## src/sv/kmp_pkg.sv

```systemverilog
package kmp_pkg;

	// widths of the stream payloads
	localparam int unsigned SYM_W   = 8;
	localparam int unsigned START_W = 32;
	localparam int unsigned MLEN_W  = 7;
	localparam int unsigned S_DATA_W = 8;
	localparam int unsigned S_USER_W = 2;
	localparam int unsigned M_DATA_W = 48;

	// item kinds carried in s_tuser[0]
	localparam logic KIND_PATTERN = 1'b0;
	localparam logic KIND_TEXT    = 1'b1;

	typedef enum logic [2:0] {
		ST_IDLE,
		ST_SETUP,
		ST_LOOKUP,
		ST_COMPARE,
		ST_TAIL,
		ST_TAIL_USE,
		ST_FINISH
	} state_t;

	// controller to datapath
	typedef struct packed {
		logic load;      // latch the accepted beat, apply restart
		logic setup;     // load the working length
		logic lookup;    // address the memories at the working length
		logic step;      // compare and advance or fall back
		logic tail;      // address the last prefix entry
		logic tail_use;  // fall back after a full match
		logic commit;    // write back state and the result
	} cmd_t;

	// datapath to controller
	typedef struct packed {
		logic is_text;
		logic full;
		logic empty;
		logic step_done;
		logic hit;
		logic out_free;
	} status_t;

endpackage

```

## src/sv/kmp_ctrl.sv

```systemverilog
module kmp_ctrl (
	input  logic              clk,
	input  logic              arst_n,
	input  logic              s_tvalid,
	output logic              s_tready,
	input  kmp_pkg::status_t  status,
	output kmp_pkg::cmd_t     cmd
);

	kmp_pkg::state_t state_q, state_d;

	always_ff @(posedge clk or negedge arst_n) begin
		if (!arst_n) begin
			state_q <= kmp_pkg::ST_IDLE;
		end else begin
			state_q <= state_d;
		end
	end

	// next state
	always_comb begin
		state_d = state_q;
		case (state_q)
			kmp_pkg::ST_IDLE: begin
				if (s_tvalid) state_d = kmp_pkg::ST_SETUP;
			end
			kmp_pkg::ST_SETUP: begin
				// dropped bytes, the first pattern byte and an empty pattern need no search
				if (status.empty || (!status.is_text && status.full)) begin
					state_d = kmp_pkg::ST_FINISH;
				end else begin
					state_d = kmp_pkg::ST_LOOKUP;
				end
			end
			kmp_pkg::ST_LOOKUP:  state_d = kmp_pkg::ST_COMPARE;
			kmp_pkg::ST_COMPARE: begin
				if (!status.step_done) begin
					state_d = kmp_pkg::ST_LOOKUP;
				end else if (status.hit) begin
					state_d = kmp_pkg::ST_TAIL;
				end else begin
					state_d = kmp_pkg::ST_FINISH;
				end
			end
			kmp_pkg::ST_TAIL:     state_d = kmp_pkg::ST_TAIL_USE;
			kmp_pkg::ST_TAIL_USE: state_d = kmp_pkg::ST_FINISH;
			kmp_pkg::ST_FINISH: begin
				if (status.out_free) state_d = kmp_pkg::ST_IDLE;
			end
			default: state_d = kmp_pkg::ST_IDLE;
		endcase
	end

	// outputs
	always_comb begin
		cmd      = '0;
		s_tready = 1'b0;
		case (state_q)
			kmp_pkg::ST_IDLE: begin
				s_tready = 1'b1;
				cmd.load = s_tvalid;
			end
			kmp_pkg::ST_SETUP:    cmd.setup    = 1'b1;
			kmp_pkg::ST_LOOKUP:   cmd.lookup   = 1'b1;
			kmp_pkg::ST_COMPARE:  cmd.step     = 1'b1;
			kmp_pkg::ST_TAIL:     cmd.tail     = 1'b1;
			kmp_pkg::ST_TAIL_USE: cmd.tail_use = 1'b1;
			kmp_pkg::ST_FINISH:   cmd.commit   = status.out_free;
			default: cmd = '0;
		endcase
	end

endmodule

```

## src/sv/kmp_datapath.sv

```systemverilog
module kmp_datapath #(
	parameter int unsigned MAX_PATTERN   = 64,
	parameter int unsigned POSITION_BITS = 32
) (
	input  logic                            clk,
	input  logic                            arst_n,
	input  logic [kmp_pkg::S_DATA_W-1:0]    s_tdata,
	input  logic [kmp_pkg::S_USER_W-1:0]    s_tuser,
	output logic                            m_tvalid,
	input  logic                            m_tready,
	output logic [kmp_pkg::M_DATA_W-1:0]    m_tdata,
	input  kmp_pkg::cmd_t                   cmd,
	output kmp_pkg::status_t                status
);

	localparam int unsigned LEN_W = $clog2(MAX_PATTERN + 1);
	localparam int unsigned IDX_W = $clog2(MAX_PATTERN);

	logic [kmp_pkg::SYM_W-1:0] store_mem  [MAX_PATTERN];
	logic [IDX_W-1:0]          prefix_mem [MAX_PATTERN];
	logic [kmp_pkg::SYM_W-1:0] store_rd_q;
	logic [IDX_W-1:0]          prefix_rd_q;
	logic [IDX_W-1:0]          prefix_raddr;

	logic                      kind_q;
	logic [kmp_pkg::SYM_W-1:0] sym_q;
	logic [LEN_W-1:0]          plen_q;
	logic [IDX_W-1:0]          build_q;
	logic [LEN_W-1:0]          ml_q;
	logic [POSITION_BITS-1:0]  pos_q;
	logic [LEN_W-1:0]          j_q;
	logic                      found_q;
	logic [POSITION_BITS-1:0]  start_q;
	logic                      out_valid_q;
	logic [kmp_pkg::M_DATA_W-1:0] out_data_q;

	logic eq, j_zero, full, pat_write;
	logic [POSITION_BITS-1:0] start_pos;
	logic [63:0]              start_wide;
	logic [LEN_W-1:0]         res_len;

	assign eq        = store_rd_q == sym_q;
	assign j_zero    = j_q == '0;
	assign full      = plen_q >= LEN_W'(MAX_PATTERN);
	assign pat_write = cmd.commit && (kind_q == kmp_pkg::KIND_PATTERN) && !full;
	assign start_pos = pos_q - POSITION_BITS'(plen_q - LEN_W'(1));
	assign start_wide = 64'(start_q);
	assign res_len   = (kind_q == kmp_pkg::KIND_TEXT) ? j_q : ml_q;

	assign prefix_raddr = cmd.tail ? IDX_W'(plen_q - LEN_W'(1)) : IDX_W'(j_q - LEN_W'(1));

	assign status.is_text   = kind_q == kmp_pkg::KIND_TEXT;
	assign status.full      = full;
	assign status.empty     = plen_q == '0;
	assign status.step_done = j_zero || eq;
	assign status.hit       = (kind_q == kmp_pkg::KIND_TEXT) && eq
		&& ((j_q + LEN_W'(1)) == plen_q);
	assign status.out_free  = !out_valid_q || m_tready;

	// pattern store and prefix table, one write and one registered read each
	always_ff @(posedge clk) begin
		if (pat_write) begin
			store_mem[IDX_W'(plen_q)]  <= sym_q;
			prefix_mem[IDX_W'(plen_q)] <= IDX_W'(j_q);
		end
		if (cmd.lookup) begin
			store_rd_q <= store_mem[IDX_W'(j_q)];
		end
		if (cmd.lookup || cmd.tail) begin
			prefix_rd_q <= prefix_mem[prefix_raddr];
		end
	end

	// working registers of the item in flight
	always_ff @(posedge clk) begin
		if (cmd.load) begin
			kind_q <= s_tuser[0];
			sym_q  <= s_tdata[kmp_pkg::SYM_W-1:0];
		end
		if (cmd.setup) begin
			found_q <= 1'b0;
			start_q <= '0;
			if (plen_q == '0) begin
				j_q <= '0;
			end else if (kind_q == kmp_pkg::KIND_PATTERN) begin
				j_q <= LEN_W'(build_q);
			end else begin
				j_q <= (ml_q >= plen_q) ? '0 : ml_q;
			end
		end
		if (cmd.step) begin
			if (!j_zero && !eq) begin
				j_q <= LEN_W'(prefix_rd_q);
			end else if (eq) begin
				j_q <= j_q + LEN_W'(1);
			end
			if (status.hit) begin
				found_q <= 1'b1;
				start_q <= start_pos;
			end
		end
		if (cmd.tail_use) begin
			j_q <= LEN_W'(prefix_rd_q);
		end
	end

	// architectural state
	always_ff @(posedge clk or negedge arst_n) begin
		if (!arst_n) begin
			plen_q  <= '0;
			build_q <= '0;
			ml_q    <= '0;
			pos_q   <= '0;
		end else begin
			if (cmd.load && s_tuser[1]) begin
				ml_q <= '0;
				if (s_tuser[0] == kmp_pkg::KIND_PATTERN) begin
					plen_q  <= '0;
					build_q <= '0;
				end else begin
					pos_q <= '0;
				end
			end
			if (pat_write) begin
				plen_q  <= plen_q + LEN_W'(1);
				build_q <= IDX_W'(j_q);
			end
			if (cmd.commit && (kind_q == kmp_pkg::KIND_TEXT)) begin
				ml_q  <= j_q;
				pos_q <= pos_q + POSITION_BITS'(1);
			end
		end
	end

	// output register
	always_ff @(posedge clk or negedge arst_n) begin
		if (!arst_n) begin
			out_valid_q <= 1'b0;
		end else if (cmd.commit) begin
			out_valid_q <= 1'b1;
		end else if (m_tready) begin
			out_valid_q <= 1'b0;
		end
	end

	always_ff @(posedge clk) begin
		if (cmd.commit) begin
			out_data_q <= {
				7'b0,
				(kind_q == kmp_pkg::KIND_PATTERN) && full,
				kmp_pkg::MLEN_W'(res_len),
				start_wide[kmp_pkg::START_W-1:0],
				found_q
			};
		end
	end

	assign m_tvalid = out_valid_q;
	assign m_tdata  = out_data_q;

endmodule

```

## src/sv/kmp_stream_matcher_unit.sv

```systemverilog
// streaming knuth-morris-pratt matcher: a beat with kind 0 appends its byte to the stored
// pattern (up to MAX_PATTERN bytes, later ones are dropped and flagged), building the
// prefix-function entry as it goes; a beat with kind 1 searches one text byte; first
// restarts the pattern or the text position; every input beat gives exactly one output
// beat; one item is in flight at a time: from acceptance it goes through setup, then
// through one or more compare steps of the prefix fallback chain (each step is one
// registered read of the pattern store and prefix table, then a compare), then, when a
// text byte completes a match, through a read of the last prefix entry and the fallback
// through it, and then to write back into the output register; the first pattern byte,
// a dropped byte and text against an empty pattern go from setup straight to write back;
// the next beat can be taken in the cycle after the result is written; the output register
// holds a result until the downstream side takes it, and while it is still full the next
// result waits in write back; the memories hold no reset: only written entries are read
module kmp_stream_matcher_unit #(
	parameter int unsigned MAX_PATTERN   = 64,
	parameter int unsigned POSITION_BITS = 32
) (
	input  logic        clk,
	input  logic        arst_n,
	input  logic        s_tvalid,
	output logic        s_tready,
	input  logic [7:0]  s_tdata,   // [7:0] symbol
	input  logic [1:0]  s_tuser,   // [0] kind, [1] first
	output logic        m_tvalid,
	input  logic        m_tready,
	output logic [47:0] m_tdata    // [0] found, [32:1] match_start,
	                               // [39:33] matched_length, [40] pattern_dropped,
	                               // [47:41] zero
);

	kmp_pkg::cmd_t    cmd;
	kmp_pkg::status_t status;

	// sequencer: walks each item through setup, fallback steps and write back
	kmp_ctrl u_ctrl (
		.clk      (clk),
		.arst_n   (arst_n),
		.s_tvalid (s_tvalid),
		.s_tready (s_tready),
		.status   (status),
		.cmd      (cmd)
	);

	// pattern memories, lengths, text position and the output register
	kmp_datapath #(
		.MAX_PATTERN   (MAX_PATTERN),
		.POSITION_BITS (POSITION_BITS)
	) u_datapath (
		.clk      (clk),
		.arst_n   (arst_n),
		.s_tdata  (s_tdata),
		.s_tuser  (s_tuser),
		.m_tvalid (m_tvalid),
		.m_tready (m_tready),
		.m_tdata  (m_tdata),
		.cmd      (cmd),
		.status   (status)
	);

	// after a beat is taken, s_tready drops: the item must go through setup
	a_busy_after_accept: assert property (@(posedge clk) disable iff (!arst_n)
		s_tvalid && s_tready |=> !s_tready)
		else $error("input beat accepted while an item is in flight");

	// a result is only written when the output register is free or being emptied
	a_commit_free: assert property (@(posedge clk) disable iff (!arst_n)
		cmd.commit |-> (!m_tvalid || m_tready))
		else $error("result overwrote an untaken output beat");

	// a full match is always followed by the fallback through the last prefix entry
	a_hit_tail: assert property (@(posedge clk) disable iff (!arst_n)
		cmd.step && status.hit |=> cmd.tail ##1 cmd.tail_use)
		else $error("full match not followed by prefix fallback");

endmodule
```

## config.mk

```make
export PLATFORM = sky130hd
export DESIGN_NAME = kmp_stream_matcher_unit
export DESIGN_NICKNAME = d
export VERILOG_FILES = /design/src/sv/kmp_pkg.sv /design/src/sv/kmp_ctrl.sv /design/src/sv/kmp_datapath.sv /design/src/sv/kmp_stream_matcher_unit.sv
export SDC_FILE = /design/constraint.sdc
export NUM_CORES = 1
export LEC_CHECK = 0
export BUFFER_PORTS_ARGS = -buffer_cell sky130_fd_sc_hd__buf_2
export CAP_MARGIN = 20
export CORE_MARGIN = 3
export CORE_UTILIZATION = 54
export CTS_BUF_LIST = sky130_fd_sc_hd__clkbuf_8
export DETAILED_ROUTE_END_ITERATION = 10
export GPL_ROUTABILITY_DRIVEN = 0
export PLACE_DENSITY = 0.76
export SLEW_MARGIN = 20
export SYNTH_ARGS = -nofsm -noshare
export SYNTH_HDL_FRONTEND = slang
export SYNTH_SLANG_ARGS = --single-unit
```

## constraint.sdc

```tcl
create_clock -name clk -period 6.25 [get_ports clk]
set_input_delay 1.5625 -clock clk [delete_from_list [all_inputs] [get_ports clk]]
set_output_delay 1.5625 -clock clk [all_outputs]
set_load 0.01 [all_outputs]
```

==> run metrics <==
Seq/Total Area, Yosys=72.43%; Post-Syn Instances=2254; Worst path slowest cell=ha_4; 1st-iter DRT viols=2502; routed len/inst=26.74 um; CTS resizes=0; RR Startpoint=u_ctrl.state_q[0]; worst endpoint required time=6.76 ns; Design Area, Final=47800 sq um; critical-path cell list=nor3b_4 -> a21oi_1 -> ha_4 -> buf_4 -> mux4_2 -> nor2b_1 -> a211oi_1 -> a211o_1 -> a31oi_1; Unique masters post-synth=68; Layout area overhead=11.57%; Hold-fix buffers, CTS=0; Min-Delay Path Class=reg2reg; Sum Neg Setup Slack=0 ns; asr flop ratio synth=5.303%; Std-Cell Rows=102; power per cell area=443.3 nW/um^2; Critical Path Max Stage Delay=0.76 ns; Hold EP=u_datapath.m_tdata[16]; CTS tree=yes; clk sink count=1056; Layout Cells excl Fill=3620; DRC Markers=0; Setup-failing EPs final=0; Cell Area, Synth=42840 sq um; Clock Path Buffers=3; Synth Flop Type=edfxtp_1; final wirelength=96810 um; die height=287.7 um; worst slew pin tran=1.309 ns; DP Wirelength=57950 um; Post-synth EDFFs=960; Rel. slew slack=12.72%; status=finished, final reports clean; r2r worst-path depth=9; hold_sp=u_datapath.start_q[15]; hold_ws=0.4298 ns; share of cells above drive strength 1=25.56%; Root Buffer=clkbuf_8; Post-DP Area=44640 sq um; die width=287.7 um; yosys warns=0; # IOs=64; Setup WS pre-CTS=1.539 ns; total grt overflow=0; Final #Nets=2512; static leakage=15.96 nW; initial core utilization=54.94%; Max Cap Viol=0; RSZ-0062 raised after global routing=false; via density per instance=6.296; r2r setup slk=1.80 ns; vias post-DR=22790; first-pass GRT wire length=144700 um; initial antenna violation count=1; Clock Skew=0.03036 ns; post-route ant nets=0; final critical-path required period=4.450 ns; Avg Inst Size Synth=19.01 sq um; total track usage=23.80%; post-synthesis register bit count=1056; total CTS buffers=164; fin crit share=71.20%; Max Slew Vio Count=0; final hold violation count=0; Setup crit end kind=flip-flop; Clock Latency Late Sink=0.83 ns; First-pass DRT Iterations=9; Peak Freq=0.2247 GHz; H-tree Lvls=4; Critical Path AT=4.96 ns; PnR worst setup slack=1.800 ns; critical path startpoint category=flip-flop; core area=77980 sq um; clk slew on worst S/H paths=0.06 ns; commonest non-fill, non-tap cell in the layout=edfxtp_1; pin count of the biggest net entering global routing=158; CP Launch Point=u_ctrl.state_q[0]; DIE AREA=82750 sq um; Setup Buffers After CTS=0; critical path class=reg2reg; Hold Path Stages=0; VDD IR-drop max=0.0004872 V; critical path fanouts, max=43; placed insts=3326; R2R Path End=u_datapath.prefix_rd_q[1]; Buffers on Ports=56; vias in the first global route=22843; commonest cells after routing, fill and taps aside=edfxtp_1 (960), mux4_2 (258), clkbuf_8 (168)
==> through the flow <==
step	power (mW)	util, %
after floorplan	13.54	-
after global placement	15.55	57.25
after detailed placement	15.70	57.25
after CTS	21.24	61.29
after global routing	22.03	61.29
final	21.19	61.30
==> state kept, by name, summed over array words and instances, names as in the netlist, 6 cells and up <==
signal,cells
u_datapath.plen_q,7
u_datapath.prefix_rd_q,6
u_datapath.store_mem,512
u_datapath.m_tdata,41
u_datapath.ml_q,7
u_datapath.store_rd_q,8
u_datapath.sym_q,8
u_datapath.j_q,7
u_datapath.pos_q,32
u_datapath.prefix_mem,384
u_datapath.build_q,6
u_datapath.start_q,32
==> Yosys cell counts, types with 10 or more instances <==
library cell | n | share of area, %
edfxtp_1 | 960 | 67
mux4_2 | 258 | 14
nor2_1 | 98 | 0.86
nand2_1 | 94 | 0.82
o21ai_0 | 80 | 0.93
nand3_1 | 67 | 0.78
clkbuf_1 | 58 | 0.51
dfrtp_1 | 56 | 3.3
ha_1 | 45 | 1.3
xnor2_1 | 45 | 0.92
dfxtp_1 | 40 | 1.9
mux2i_1 | 39 | 0.91
a21oi_1 | 36 | 0.42
a211oi_1 | 35 | 0.61
nor2b_1 | 28 | 0.41
buf_2 | 27 | 0.32
nand4_1 | 23 | 0.34
xor2_1 | 20 | 0.41
a21o_1 | 18 | 0.32
inv_1 | 18 | 0.16
o211ai_1 | 16 | 0.28
buf_1 | 14 | 0.12
nor3_1 | 14 | 0.16
a31oi_1 | 12 | 0.18
buf_4 | 12 | 0.21
mux2_2 | 12 | 0.32
nand2b_1 | 11 | 0.16
and3_1 | 10 | 0.15
==> routing by layer <==
layer	part of all wire, %	up-vias	track usage [%]
li1	-	9623	-
met1	38	11684	32.42
met2	49	1281	37.81
met3	9.1	200	5.329
met4	3.5	2	9.562
met5	0.013	-	0.05952
==> how the worst max path moves through the flow <==
stage | slack, ns | endpoint | depth (start not counted)
after floorplan | 1.03 | u_datapath.pos_q[21] | 7
after global placement | 1.68 | u_datapath.store_mem[2][5] | 5
after detailed placement | 1.54 | u_datapath.store_mem[2][5] | 5
after CTS | 1.85 | u_datapath.prefix_rd_q[1] | 9
after global routing | 1.48 | u_datapath.start_q[31] | 13
final | 1.80 | u_datapath.prefix_rd_q[1] | 9
==> final cells by class <==
type	count	area, sq um
Antenna cell	2	5.005
Clock buffer	168	2312
Clock inverter	124	835.8
Fill cell	5258	30180
Inverter	20	75.07
Multi-Input combinational cell	1063	11210
Sequential cell	1056	31050
Tap cell	1040	1301
Timing Repair Buffer	147	1013
==> cells by family after synthesis <==
family,after synthesis,share of synthesized area [%]
AOI/OAI and AO/OA,260,4.004
muxes,315,15.16
DFF,1056,72.43
adders and majority gates,46,1.361
buffers and inverters,141,1.603
and+or+nand+nor,370,4.109
other,1,0.008753
xor gates and xnor gates,65,1.329
==> power breakdown <==
group	total (mW)	switching (mW)	internal (mW)
clock	5.55	2.68	2.87
sequential	8.73	0.342	8.39
combinational	6.91	4.10	2.80
==> worst max-delay path, delay by kind of cell, from the launching register on <==
family                     cells  cell delay [ns]
and+or+nand+nor                2             0.86
muxes                          1             0.39
AOI/OAI and AO/OA              4             1.16
DFF                            1             0.57
buffers and inverters          1             0.41
adders and majority gates      1             0.76
Note: power is estimated with default switching activity, not from simulation.
